### config.mk
export PLATFORM = sky130hd
export DESIGN_NAME = morse_pulse_decoder_unit
export DESIGN_NICKNAME = d
export VERILOG_FILES = /design/src/hw/rtl/mpd_pkg.sv /design/src/hw/rtl/morse_pulse_decoder_unit.sv
export SDC_FILE = /design/constraint.sdc
export NUM_CORES = 1
export LEC_CHECK = 0
export BUFFER_PORTS_ARGS = -buffer_cell sky130_fd_sc_hd__buf_2
export CAP_MARGIN = 5
export CORE_UTILIZATION = 34
export DETAILED_ROUTE_END_ITERATION = 12
export GPL_ROUTABILITY_DRIVEN = 0
export PLACE_DENSITY = 0.61
export SLEW_MARGIN = 20
export SYNTH_ARGS = -nofsm -noshare
export SYNTH_HDL_FRONTEND = slang
export SYNTH_SLANG_ARGS = --single-unit
### constraint.sdc
create_clock -name clock -period 19.5 [get_ports clock]
set_input_delay 3.9 -clock clock [delete_from_list [all_inputs] [get_ports clock]]
set_output_delay 3.9 -clock clock [all_outputs]
set_load 0.005 [all_outputs]
### src/hw/rtl/mpd_pkg.sv
// types, codes and the symbol code table of the morse pulse decoder
`timescale 1ns / 1ps
`default_nettype none
package mpd_pkg;

   localparam int unsigned CODE_LEN_MAX = 5;

   localparam logic [31:0] DOT_MIN_RESET     = 32'd7500;
   localparam logic [31:0] DOT_MAX_RESET     = 32'd50000;
   localparam logic [3:0]  LETTER_GAP_RESET  = 4'd3;
   localparam logic [3:0]  WORD_GAP_RESET    = 4'd7;

   localparam logic [1:0] CSR_DOT_MIN    = 2'd0;
   localparam logic [1:0] CSR_DOT_MAX    = 2'd1;
   localparam logic [1:0] CSR_LETTER_GAP = 2'd2;
   localparam logic [1:0] CSR_WORD_GAP   = 2'd3;

   localparam logic OP_MARK = 1'b0;
   localparam logic OP_GAP  = 1'b1;

   localparam logic [1:0] KIND_ECHO  = 2'd0;
   localparam logic [1:0] KIND_CHAR  = 2'd1;
   localparam logic [1:0] KIND_ERROR = 2'd2;
   localparam logic [1:0] KIND_SPACE = 2'd3;

   localparam logic [1:0] LAMP_NONE = 2'd0;
   localparam logic [1:0] LAMP_DOT  = 2'd1;
   localparam logic [1:0] LAMP_DASH = 2'd2;

   localparam logic [6:0] ASCII_DOT   = 7'h2E;
   localparam logic [6:0] ASCII_DASH  = 7'h2D;
   localparam logic [6:0] ASCII_SPACE = 7'h20;

   typedef struct packed {
      logic [1:0] kind;
      logic [6:0] char_code;
      logic [1:0] lamp_select;
      logic       last;
   } rsp_type;

   typedef struct packed {
      logic       hit;
      logic [6:0] char_code;
   } decode_type;

   // symbol i sits in bit i, dash is 1; key is {length, symbols}
   function automatic decode_type decode_code(input logic [2:0] len,
                                              input logic [4:0] bits);
      decode_type res;
      res.hit = 1'b1;
      case ({len, bits})
         {3'd2, 5'b00010}: res.char_code = 7'h41;
         {3'd4, 5'b00001}: res.char_code = 7'h42;
         {3'd4, 5'b00101}: res.char_code = 7'h43;
         {3'd3, 5'b00001}: res.char_code = 7'h44;
         {3'd1, 5'b00000}: res.char_code = 7'h45;
         {3'd4, 5'b00100}: res.char_code = 7'h46;
         {3'd3, 5'b00011}: res.char_code = 7'h47;
         {3'd4, 5'b00000}: res.char_code = 7'h48;
         {3'd2, 5'b00000}: res.char_code = 7'h49;
         {3'd4, 5'b01110}: res.char_code = 7'h4A;
         {3'd3, 5'b00101}: res.char_code = 7'h4B;
         {3'd4, 5'b00010}: res.char_code = 7'h4C;
         {3'd2, 5'b00011}: res.char_code = 7'h4D;
         {3'd2, 5'b00001}: res.char_code = 7'h4E;
         {3'd3, 5'b00111}: res.char_code = 7'h4F;
         {3'd4, 5'b00110}: res.char_code = 7'h50;
         {3'd4, 5'b01011}: res.char_code = 7'h51;
         {3'd3, 5'b00010}: res.char_code = 7'h52;
         {3'd3, 5'b00000}: res.char_code = 7'h53;
         {3'd1, 5'b00001}: res.char_code = 7'h54;
         {3'd3, 5'b00100}: res.char_code = 7'h55;
         {3'd4, 5'b01000}: res.char_code = 7'h56;
         {3'd3, 5'b00110}: res.char_code = 7'h57;
         {3'd4, 5'b01001}: res.char_code = 7'h58;
         {3'd4, 5'b01101}: res.char_code = 7'h59;
         {3'd4, 5'b00011}: res.char_code = 7'h5A;
         {3'd5, 5'b11111}: res.char_code = 7'h30;
         {3'd5, 5'b11110}: res.char_code = 7'h31;
         {3'd5, 5'b11100}: res.char_code = 7'h32;
         {3'd5, 5'b11000}: res.char_code = 7'h33;
         {3'd5, 5'b10000}: res.char_code = 7'h34;
         {3'd5, 5'b00000}: res.char_code = 7'h35;
         {3'd5, 5'b00001}: res.char_code = 7'h36;
         {3'd5, 5'b00011}: res.char_code = 7'h37;
         {3'd5, 5'b00111}: res.char_code = 7'h38;
         {3'd5, 5'b01111}: res.char_code = 7'h39;
         default: begin
            res.hit       = 1'b0;
            res.char_code = 7'd0;
         end
      endcase
      return res;
   endfunction

endpackage
`default_nettype wire

### src/hw/rtl/morse_pulse_decoder_unit.sv
// morse pulse decoder: key events in, echoes, characters and spaces out
//
//  channel  direction  tdata                      tuser      tlast
//  req_     in         duration_ticks[31:0]       op         -
//  rsp_     out        char_code[6:0], lamp[8:7]  kind[1:0]  last
//  csr_     in         write data, index 0..3     -          -
//
// an event is taken into an input register, then classified and decoded from
// that register against the dot timing and gap thresholds (one 4x32 multiply each),
// and its results are written into a two-entry result buffer once they fit.
// one event per cycle while results are taken; a gap that ends a word gives
// two results and waits until both buffer entries are free.
// reset is synchronous, clears the symbol buffer and the queues and loads the csrs with their reset values.
// a stalled result side fills the buffer, then the input register, then
// req_tready drops.
`timescale 1ns / 1ps
`default_nettype none
module morse_pulse_decoder_unit #(
   parameter int unsigned MAX_SYMBOLS = 5
) (
   input  wire logic        clock,
   input  wire logic        reset,
   input  wire logic        req_tvalid,
   output logic             req_tready,
   input  wire logic [31:0] req_tdata,   // duration_ticks[31:0]
   input  wire logic        req_tuser,   // op[0]
   output logic             rsp_tvalid,
   input  wire logic        rsp_tready,
   output logic [15:0]      rsp_tdata,   // char_code[6:0], lamp_select[8:7], zero[15:9]
   output logic [1:0]       rsp_tuser,   // kind[1:0]
   output logic             rsp_tlast,
   input  wire logic        csr_we,
   input  wire logic [1:0]  csr_addr,
   input  wire logic [31:0] csr_wdata
);

   localparam int unsigned CNT_W = $clog2(MAX_SYMBOLS + 1);

   logic [31:0] dot_min_ff, dot_max_ff;
   logic [3:0]  letter_gap_ff, word_gap_ff;

   logic        in_valid_ff, in_valid_in;
   logic        in_op_ff;
   logic [31:0] in_dur_ff;

   logic [MAX_SYMBOLS-1:0] sym_bits_ff, sym_bits_in;
   logic [CNT_W-1:0]       sym_count_ff, sym_count_in;

   mpd_pkg::rsp_type slot_ff [2];
   mpd_pkg::rsp_type slot_in [2];
   logic [1:0]       cnt_ff, cnt_in;

   logic             is_dot, is_dash;
   logic [35:0]      word_th, letter_th;
   logic             word_hit, letter_hit;
   mpd_pkg::decode_type dec;
   mpd_pkg::rsp_type res0, res1, dec_res;
   logic [1:0]       n_res, free, base;
   logic             take, pop;

   // configuration registers
   always_ff @(posedge clock) begin
      if (reset) begin
         dot_min_ff    <= mpd_pkg::DOT_MIN_RESET;
         dot_max_ff    <= mpd_pkg::DOT_MAX_RESET;
         letter_gap_ff <= mpd_pkg::LETTER_GAP_RESET;
         word_gap_ff   <= mpd_pkg::WORD_GAP_RESET;
      end else if (csr_we) begin
         case (csr_addr)
            mpd_pkg::CSR_DOT_MIN:    dot_min_ff    <= csr_wdata;
            mpd_pkg::CSR_DOT_MAX:    dot_max_ff    <= csr_wdata;
            mpd_pkg::CSR_LETTER_GAP: letter_gap_ff <= csr_wdata[3:0];
            mpd_pkg::CSR_WORD_GAP:   word_gap_ff   <= csr_wdata[3:0];
            default: ;
         endcase
      end
   end

   // event classification, decoding and symbol buffer update
   always_comb begin
      is_dot     = (in_dur_ff > dot_min_ff) && (in_dur_ff < dot_max_ff);
      is_dash    = in_dur_ff > dot_max_ff;
      word_th    = {4'd0, dot_max_ff} * {32'd0, word_gap_ff};
      letter_th  = {4'd0, dot_max_ff} * {32'd0, letter_gap_ff};
      word_hit   = {4'd0, in_dur_ff} >= word_th;
      letter_hit = {4'd0, in_dur_ff} >= letter_th;
      dec        = mpd_pkg::decode_code(3'(sym_count_ff), sym_bits_ff[4:0]);

      dec_res.kind        = dec.hit ? mpd_pkg::KIND_CHAR : mpd_pkg::KIND_ERROR;
      dec_res.char_code   = dec.char_code;
      dec_res.lamp_select = mpd_pkg::LAMP_NONE;
      dec_res.last        = 1'b1;

      res1.kind        = mpd_pkg::KIND_SPACE;
      res1.char_code   = mpd_pkg::ASCII_SPACE;
      res1.lamp_select = mpd_pkg::LAMP_NONE;
      res1.last        = 1'b1;

      res0         = dec_res;
      n_res        = 2'd0;
      sym_bits_in  = sym_bits_ff;
      sym_count_in = sym_count_ff;

      if (in_op_ff == mpd_pkg::OP_MARK) begin
         res0.kind        = mpd_pkg::KIND_ECHO;
         res0.char_code   = is_dash ? mpd_pkg::ASCII_DASH : mpd_pkg::ASCII_DOT;
         res0.lamp_select = is_dash ? mpd_pkg::LAMP_DASH : mpd_pkg::LAMP_DOT;
         res0.last        = 1'b1;
         if (is_dot || is_dash) begin
            n_res = 2'd1;
            if (32'(sym_count_ff) < MAX_SYMBOLS) begin
               sym_bits_in  = sym_bits_ff |
                              (MAX_SYMBOLS'(is_dash) << sym_count_ff);
               sym_count_in = sym_count_ff + CNT_W'(1);
            end
         end
      end else if (word_hit) begin
         res0.last    = 1'b0;
         n_res        = 2'd2;
         sym_bits_in  = '0;
         sym_count_in = '0;
      end else if (letter_hit) begin
         n_res        = 2'd1;
         sym_bits_in  = '0;
         sym_count_in = '0;
      end
   end

   // handshake and result buffer
   always_comb begin
      pop         = rsp_tvalid && rsp_tready;
      free        = 2'd2 - cnt_ff + {1'b0, pop};
      take        = in_valid_ff && (n_res <= free);
      req_tready  = !in_valid_ff || take;
      in_valid_in = (req_tvalid && req_tready) || (in_valid_ff && !take);

      base = cnt_ff - {1'b0, pop};

      slot_in[0] = slot_ff[0];
      slot_in[1] = slot_ff[1];
      if (pop) begin
         slot_in[0] = slot_ff[1];
      end
      if (take && (n_res != 2'd0)) begin
         slot_in[base[0]] = res0;
      end
      if (take && (n_res == 2'd2)) begin
         slot_in[1] = res1;
      end
      cnt_in = base + (take ? n_res : 2'd0);
   end

   always_ff @(posedge clock) begin
      if (reset) begin
         in_valid_ff  <= 1'b0;
         cnt_ff       <= 2'd0;
         sym_bits_ff  <= '0;
         sym_count_ff <= '0;
      end else begin
         in_valid_ff <= in_valid_in;
         cnt_ff      <= cnt_in;
         if (take) begin
            sym_bits_ff  <= sym_bits_in;
            sym_count_ff <= sym_count_in;
         end
      end
   end

   always_ff @(posedge clock) begin
      if (req_tvalid && req_tready) begin
         in_op_ff  <= req_tuser;
         in_dur_ff <= req_tdata;
      end
      slot_ff[0] <= slot_in[0];
      slot_ff[1] <= slot_in[1];
   end

   assign rsp_tvalid = cnt_ff != 2'd0;
   assign rsp_tdata  = {7'd0, slot_ff[0].lamp_select, slot_ff[0].char_code};
   assign rsp_tuser  = slot_ff[0].kind;
   assign rsp_tlast  = slot_ff[0].last;

endmodule
`default_nettype wire
Word level (Yosys, flattened, before mapping)

Memory sizes are Yosys's and may differ from the RTL's.
Index checks and enable logic that the tools add are counted.

$add $sub $neg: 5
$mul: 2
$lt $le $gt $ge: 9
Equality and inequality tests: 41
Shifts and indexed selects: 1
Multiplexer cells: 29
Bitwise logic cells: 2
Reduce and logical (&&, ||, !) cells: 24

Operators by type and width:

| kind               | count |
|---|---|
| $pmux 7 s36        | 1 |
| $eq 8x8->1 const B | 22 |
| $eq 8x7->1 const B | 12 |
| $ge 32x36->1       | 2 |
| $mul 32x4->36      | 2 |
| $gt 32x32->1       | 2 |
| $mux 12            | 3 |
| $reduce_or 36->1   | 1 |
| $lt 32x32->1       | 1 |
| $mux 5             | 5 |
| $bwmux 24          | 1 |
| $mux 24            | 1 |
| $eq 8x6->1 const B | 2 |
| $mux 3             | 5 |
| $demux 12 s1       | 1 |
| $mux 2             | 6 |
| $mux 11            | 1 |
| $logic_and 1x1->1  | 8 |
| $reduce_and 2->1   | 4 |
| $reduce_bool 2->1  | 4 |
| $eq 2x2->1 const B | 3 |
| $mux 1             | 5 |
| $or 5x5->5         | 1 |
| $shl 1x3->5        | 1 |
| 16 further kinds   | 19 |

Bits in registers: 116
Bits in writable memories: 24
Input bits: 72
Output and inout port bits: 21
Word-level logic and storage cells: 124
Memories: 1

Memory list:

| name    | depth | width | rd ports | clocked after memory_dff | wr ports | RTL line                       | RTL |
|---|---|---|---|---|---|---|---|
| slot_ff | 2     | 12    | 2        | 0                        | 2        | morse_pulse_decoder_unit.sv:49 | `mpd_pkg::rsp_type slot_ff [2];` |

Logic depth before layout (Yosys ltp)

Word-level depth: 11
Depth in mapped cells: 37
Depth with buffers taken out: 36

Worst setup path before layout

OpenSTA, ideal clock, no wires.

Path kind: register -> output
Start: reg word_gap_ff[3]
End: out req_tready
Arrival: 6.134 ns
Data required time: 15.600 ns
Setup slack: 9.466 ns
Cell stages (with the launch flop): 31
Buffers on the path: 2
Cell sequence: dfxtp_1 -> clkbuf_1 -> and2_1 -> fa_1 -> inv_1 -> fa_1 -> inv_1 -> ha_1 -> clkbuf_1 -> a21oi_1 -> o21ai_0 -> a32o_1 -> or3_1 -> o21ai_0 -> and2_1 -> o21ai_0 -> a21oi_1 -> xor2_1 -> ha_1 -> nand4_1 -> nor3_1 -> nand3_1 -> a32o_1 -> o31ai_2 -> inv_1 -> a21oi_1 -> ha_1 -> nor2b_1 -> o21ai_0 -> inv_1 -> nand2_1

Longest elaborated chain between the ends: 7

Ends and longest elaborated chain:

| what                   | RTL line                        | RTL |
|---|---|---|
| start, declared        | morse_pulse_decoder_unit.sv:40  | `logic [3:0] letter_gap_ff, word_gap_ff;` |
| start signal, assigned | morse_pulse_decoder_unit.sv:67  | `word_gap_ff <= mpd_pkg::WORD_GAP_RESET;` |
| start signal, assigned | morse_pulse_decoder_unit.sv:73  | `mpd_pkg::CSR_WORD_GAP: word_gap_ff <= csr_wdata[3:0];` |
| $mul 32x4->36          | morse_pulse_decoder_unit.sv:83  | `word_th = {4'd0, dot_max_ff} * {32'd0, word_gap_ff};` |
| $ge 32x36->1           | morse_pulse_decoder_unit.sv:85  | `word_hit = {4'd0, in_dur_ff} >= word_th;` |
| $mux 2                 | morse_pulse_decoder_unit.sv:117 | `end else if (word_hit) begin` |
| $mux 2                 | morse_pulse_decoder_unit.sv:104 | `if (in_op_ff == mpd_pkg::OP_MARK) begin` |
| $le 2x2->1             | morse_pulse_decoder_unit.sv:133 | `take = in_valid_ff && (n_res <= free);` |
| $logic_and 1x1->1      | morse_pulse_decoder_unit.sv:133 |  |
| $logic_or 1x1->1       | morse_pulse_decoder_unit.sv:134 | `req_tready = !in_valid_ff \|\| take;` |
| end, declared          | morse_pulse_decoder_unit.sv:24  | `output logic req_tready,` |

No other way between the ends.

Worst setup path in the final report

Start: reg letter_gap_ff[1]
End: out req_tready

Longest elaborated chain between the ends: 8

Ends and longest elaborated chain:

| what                   | RTL line                        | RTL |
|---|---|---|
| start, declared        | morse_pulse_decoder_unit.sv:40  |  |
| start signal, assigned | morse_pulse_decoder_unit.sv:66  | `letter_gap_ff <= mpd_pkg::LETTER_GAP_RESET;` |
| start signal, assigned | morse_pulse_decoder_unit.sv:72  | `mpd_pkg::CSR_LETTER_GAP: letter_gap_ff <= csr_wdata[3:0];` |
| $mul 32x4->36          | morse_pulse_decoder_unit.sv:84  | `letter_th = {4'd0, dot_max_ff} * {32'd0, letter_gap_ff};` |
| $ge 32x36->1           | morse_pulse_decoder_unit.sv:86  | `letter_hit = {4'd0, in_dur_ff} >= letter_th;` |
| $mux 1                 | morse_pulse_decoder_unit.sv:122 | `end else if (letter_hit) begin` |
| $mux 2                 | morse_pulse_decoder_unit.sv:117 |  |
| $mux 2                 | morse_pulse_decoder_unit.sv:104 |  |
| $le 2x2->1             | morse_pulse_decoder_unit.sv:133 |  |
| $logic_and 1x1->1      | morse_pulse_decoder_unit.sv:133 |  |
| $logic_or 1x1->1       | morse_pulse_decoder_unit.sv:134 |  |

No other way between the ends.

==> flow_metrics.env <==
export IMPL_grt_start_max_net_pins=81
export IMPL_core_um2=50200
export IMPL_portBuffers=85
export IMPL_fraction_of_the_cycle_the_final_worst_path_needs_pct=61.4
export IMPL_root_buf_cell="sky130_fd_sc_hd__clkbuf_16"
export IMPL_cellLeakagePower_nw=8.57
export IMPL_firstDrtPassIters=7
export IMPL_hold_path_class="flip-flop to flip-flop"
export IMPL_largest_family_of_logic_cells_by_synthesized_area="adder cells"
export IMPL_cts_tree="built"
export IMPL_area_share_of_fa_ha_maj_cells_after_synthesis_pct=29.4
export IMPL_cts_max_path_buffers=2
export IMPL_globalRouteTotalUtil_pct=19.4
export IMPL_synth_edff_count=33
export IMPL_finalClockSkew_ns=0.0128
export IMPL_status="completed"
export IMPL_whs_endpoint="dot_min_ff[17]"
export IMPL_drive_above_1_share_pct=6.66
export IMPL_dp_slack_ns=8.06
export IMPL_timing_reg2reg_worst_path_depth=28
export IMPL_clock_sinks=140
export IMPL_synth_ff_latch_count=140
export IMPL_ant_nets=0
export IMPL_post_synth_mux_area_share_pct=1.69
export IMPL_wire_per_inst_um=17.1
export IMPL_yosys_warnings=0
export IMPL_detailroute_via_count=15200
export IMPL_cp_required_ns=15.60
export IMPL_avgViaCountPerCell=5.35
export IMPL_post_synth_num_cell_types=80
export IMPL_syn_to_final_growth_pct=7.82
export IMPL_clock_insertion_delay_worst_skew_ns=0.45
export IMPL_post_dp_hpwl_um=38900
export IMPL_netSwitchingPower_w=0.000490
export IMPL_grt_pass1_vias=15200
export IMPL_die_area_um2=51700
export IMPL_post_cts_setup_buffer_count=0
export IMPL_antenna_cells_inserted=0
export IMPL_synth_top_cells_by_area="sky130_fd_sc_hd__ha_1 (15%), sky130_fd_sc_hd__fa_1 (14%), sky130_fd_sc_hd__dfxtp_1 (12%)"
export IMPL_starting_density_of_the_core_pct=34.5
export IMPL_total_count_of_hold_check_failures_in_the_final_report=0
export IMPL_die_w_um=227
export IMPL_register_to_register_setup_slack_ns=10.36
export IMPL_share_comb_of_total_power_pct=42.1
export IMPL_netlist_top_cell_by_area="sky130_fd_sc_hd__ha_1"
export IMPL_maxSlewViolCount=0
export IMPL_timing_hold_worst_path_depth=2
export IMPL_postSynthCellCount=2179
export IMPL_n_fill_cell=5166
export IMPL_clock_power_share_pct=25.4
export IMPL_critical_path_reg2reg_startpoint="letter_gap_ff[1]"
export IMPL_finalWorstSetupSlack_ns=7.53
export IMPL_cts_inserted_buffers=17
export IMPL_report_final_setup_viol=0
export IMPL_worst_setup_path_end_kind="output pin"
export IMPL_worst_setup_path_startpoint="letter_gap_ff[1]"
export IMPL_worst_slew_pin_slew_ns=1.08
export IMPL_drc_errors=0
export IMPL_maxCapViolCount=0
export IMPL_simple_gate_portion_of_the_synthesized_area_pct=21.4
export IMPL_cts_resized_gates=0
export IMPL_pwr_share_seq_pct=32.5
export IMPL_critical_path_peak_fanout=33
export IMPL_timing_worst_setup_path_type="flip-flop to output pin"
export IMPL_routed_wl_um=48700
export IMPL_power_density_nw_per_um2=65.3
export IMPL_grt_setup_unrepaired="no"
export IMPL_setup_total_negative_slack_ns=0
export IMPL_num_nets_final=2570
export IMPL_num_rows=82
export IMPL_async_reset_ff_share_pct=0
export IMPL_grt_antenna_before_repair=0
export IMPL_ys_dominant_reg_cell="sky130_fd_sc_hd__dfxtp_1"
export IMPL_slew_headroom_pct=27.9
export IMPL_worst_setup_path_start_kind="flip-flop"
export IMPL_mappedNetlistArea_um2=17300
export IMPL_cell_internal_pwr_w=0.000727
export IMPL_count_of_boundary_i_o_pins=93
export IMPL_ir_drop_mv=0.106
export IMPL_synth_top_cell_area_share_pct=15.5
export IMPL_cts_htree_levels=4
export IMPL_holdBufCountCts=0
export IMPL_critical_path_arrival_ns=8.07
export IMPL_synth_xor_area_share_pct=3.29
export IMPL_globalRouteOverflowTotal=0
export IMPL_clk_transition_reported_paths_ns=0.06
export IMPL_global_route_wire_length_before_repair_um=79700
export IMPL_register_area_share_after_synthesis_pct=18.1
export IMPL_die_h_um=227
export IMPL_rr_endpoint="slot_ff[0][2]"
export IMPL_hold_path_startpoint="dot_min_ff[17]"
export IMPL_drt_first_iter_violations=1138
export IMPL_achievable_frequency_mhz=83.5
export IMPL_synth_compound_area_share_pct=17.1
export IMPL_average_instance_area_after_synthesis_um2=7.93
export IMPL_shortest_period_the_worst_path_allows_ns=11.97
export IMPL_power_switching_share_pct=40.3
[Yosys cell counts, types with 4 or more instances]
master	n
sky130_fd_sc_hd__nor3_1	24
sky130_fd_sc_hd__nor2_1	82
sky130_fd_sc_hd__buf_1	4
sky130_fd_sc_hd__a211oi_1	19
sky130_fd_sc_hd__a32oi_1	4
sky130_fd_sc_hd__a31oi_1	14
sky130_fd_sc_hd__nor4_1	8
sky130_fd_sc_hd__o211ai_1	21
sky130_fd_sc_hd__edfxtp_1	33
sky130_fd_sc_hd__xnor2_1	27
sky130_fd_sc_hd__and3_1	8
sky130_fd_sc_hd__nand3b_1	12
sky130_fd_sc_hd__a21oi_1	186
sky130_fd_sc_hd__o21bai_1	8
sky130_fd_sc_hd__nand2b_1	15
sky130_fd_sc_hd__nand2_1	320
sky130_fd_sc_hd__or3_1	9
sky130_fd_sc_hd__nand4_1	40
sky130_fd_sc_hd__o31ai_1	5
sky130_fd_sc_hd__nor2b_1	18
sky130_fd_sc_hd__a21o_1	47
sky130_fd_sc_hd__fa_1	120
sky130_fd_sc_hd__buf_2	5
sky130_fd_sc_hd__o32ai_1	4
sky130_fd_sc_hd__buf_4	18
sky130_fd_sc_hd__o21ai_0	77
sky130_fd_sc_hd__nand3_1	35
sky130_fd_sc_hd__inv_1	256
sky130_fd_sc_hd__mux2i_1	27
sky130_fd_sc_hd__clkbuf_1	103
sky130_fd_sc_hd__o21a_1	8
sky130_fd_sc_hd__ha_1	214
sky130_fd_sc_hd__o2111ai_1	6
sky130_fd_sc_hd__o22ai_1	6
sky130_fd_sc_hd__a211o_1	13
sky130_fd_sc_hd__and2_1	160
sky130_fd_sc_hd__xor2_1	38
sky130_fd_sc_hd__dfxtp_1	107
sky130_fd_sc_hd__a2111oi_0	5
sky130_fd_sc_hd__and4_1	8
[power groups by stage]
stage	clock, W	sequential, W	combinational, W
2_1_floorplan	0	0.000363	0.000399
3_3_place_gp	0	0.000400	0.000488
3_5_place_dp	0	0.000401	0.000505
4_1_cts	0.000316	0.000395	0.000510
5_1_grt	0.000327	0.000400	0.000579
6_report	0.000309	0.000395	0.000512
[cells in the final DEF, fill, tap and decap left out, types with 13 or more instances in the layout]
| cell | n |
|---|---|
| sky130_fd_sc_hd__nand2_1 | 320 |
| sky130_fd_sc_hd__inv_1 | 256 |
| sky130_fd_sc_hd__ha_1 | 214 |
| sky130_fd_sc_hd__a21oi_1 | 185 |
| sky130_fd_sc_hd__and2_1 | 160 |
| sky130_fd_sc_hd__fa_1 | 120 |
| sky130_fd_sc_hd__dfxtp_1 | 103 |
| sky130_fd_sc_hd__buf_2 | 85 |
| sky130_fd_sc_hd__nor2_1 | 81 |
| sky130_fd_sc_hd__o21ai_0 | 77 |
| sky130_fd_sc_hd__a21o_1 | 47 |
| sky130_fd_sc_hd__nand4_1 | 40 |
| sky130_fd_sc_hd__xor2_1 | 38 |
| sky130_fd_sc_hd__nand3_1 | 35 |
| sky130_fd_sc_hd__edfxtp_1 | 33 |
| sky130_fd_sc_hd__xnor2_1 | 27 |
| sky130_fd_sc_hd__mux2i_1 | 27 |
| sky130_fd_sc_hd__nor3_1 | 24 |
| sky130_fd_sc_hd__o211ai_1 | 21 |
| sky130_fd_sc_hd__a211oi_1 | 19 |
| sky130_fd_sc_hd__clkbuf_16 | 19 |
| sky130_fd_sc_hd__nor2b_1 | 18 |
| sky130_fd_sc_hd__nand2b_1 | 15 |
| sky130_fd_sc_hd__a31oi_1 | 14 |
| sky130_fd_sc_hd__a211o_1 | 13 |
[critical path: stages (launching register included)]
cell,delay (ns)
sky130_fd_sc_hd__dfxtp_1,1.03
sky130_fd_sc_hd__and2_1,0.27
sky130_fd_sc_hd__fa_1,0.45
sky130_fd_sc_hd__fa_1,0.51
sky130_fd_sc_hd__ha_1,0.42
sky130_fd_sc_hd__nand4_1,0.11
sky130_fd_sc_hd__or4_1,0.49
sky130_fd_sc_hd__a21o_1,0.22
sky130_fd_sc_hd__a211oi_4,0.36
sky130_fd_sc_hd__nor2_1,0.11
sky130_fd_sc_hd__o21ai_0,0.31
sky130_fd_sc_hd__a21o_1,0.18
sky130_fd_sc_hd__a21oi_1,0.07
sky130_fd_sc_hd__xor2_1,0.16
sky130_fd_sc_hd__ha_1,0.28
sky130_fd_sc_hd__and4_1,0.21
sky130_fd_sc_hd__nand2_1,0.06
sky130_fd_sc_hd__o211ai_1,0.25
sky130_fd_sc_hd__o211ai_2,0.19
sky130_fd_sc_hd__nor3_1,0.84
sky130_fd_sc_hd__a21oi_1,0.21
sky130_fd_sc_hd__ha_1,0.33
sky130_fd_sc_hd__nand2_1,0.05
sky130_fd_sc_hd__o21ai_0,0.12
sky130_fd_sc_hd__inv_1,0.15
sky130_fd_sc_hd__nand2_1,0.10
sky130_fd_sc_hd__buf_2,0.14
[per-stage QoR]
step	std cells	util (%)	total power (W)	instance area, um^2	hold slack, ns
6_report	2849	37.1	0.00122	18600	0.453
4_1_cts	2849	37.1	0.00122	18600	0.456
2_1_floorplan	2185	-	0.000762	17300	0.415
3_5_place_dp	2817	36.0	0.000906	18100	0.444
5_1_grt	2849	37.1	0.00131	18600	0.467
3_3_place_gp	2817	36.0	0.000888	18100	0.432
[worst max path at each step]
stage | to | slack, ns | cells after the start
after floorplan | req_tready | 9.47 | 30
after detailed placement | req_tready | 8.06 | 28
after global routing | req_tready | 7.05 | 28
final | req_tready | 7.53 | 26
after global placement | req_tready | 8.24 | 28
after CTS | req_tready | 7.57 | 28
[routing by layer]
metal	vias up	GRT usage [%]	part of all wire (%)
met4	0	5.24	1.9
met5	-	0	0
met2	479	31.6	46
met1	7355	26.9	47
met3	67	2.30	5.5
li1	7333	-	-
[flip-flops by register name, indices dropped and copies added, names as in the netlist, named ones only]
register	cells
in_op_ff	1
letter_gap_ff	4
in_valid_ff	1
dot_max_ff	32
cnt_ff	2
slot_ff	12
sym_count_ff	3
dot_min_ff	32
word_gap_ff	4
sym_bits_ff	5
in_dur_ff	32
[cell families after synthesis]
family          after synthesis
buf+inv                     389
mux                          29
compound gates              466
other cells                   1
simple gates                755
fa+ha+maj                   334
flops                       140
xor+xnor                     65
[area by class of cell]
cell class / instances / area, um^2 / area share, %
Timing Repair Buffer: 91 / 470 / 2.52
Clock buffer: 21 / 483 / 2.59
Clock inverter: 11 / 77.6 / 0.416
Inverter: 258 / 968 / 5.20
Multi-Input combinational cell: 1656 / 12700 / 67.9
Sequential cell: 140 / 3140 / 16.8
Tap cell: 672 / 841 / 4.51
(Power assumes the default switching activity.)
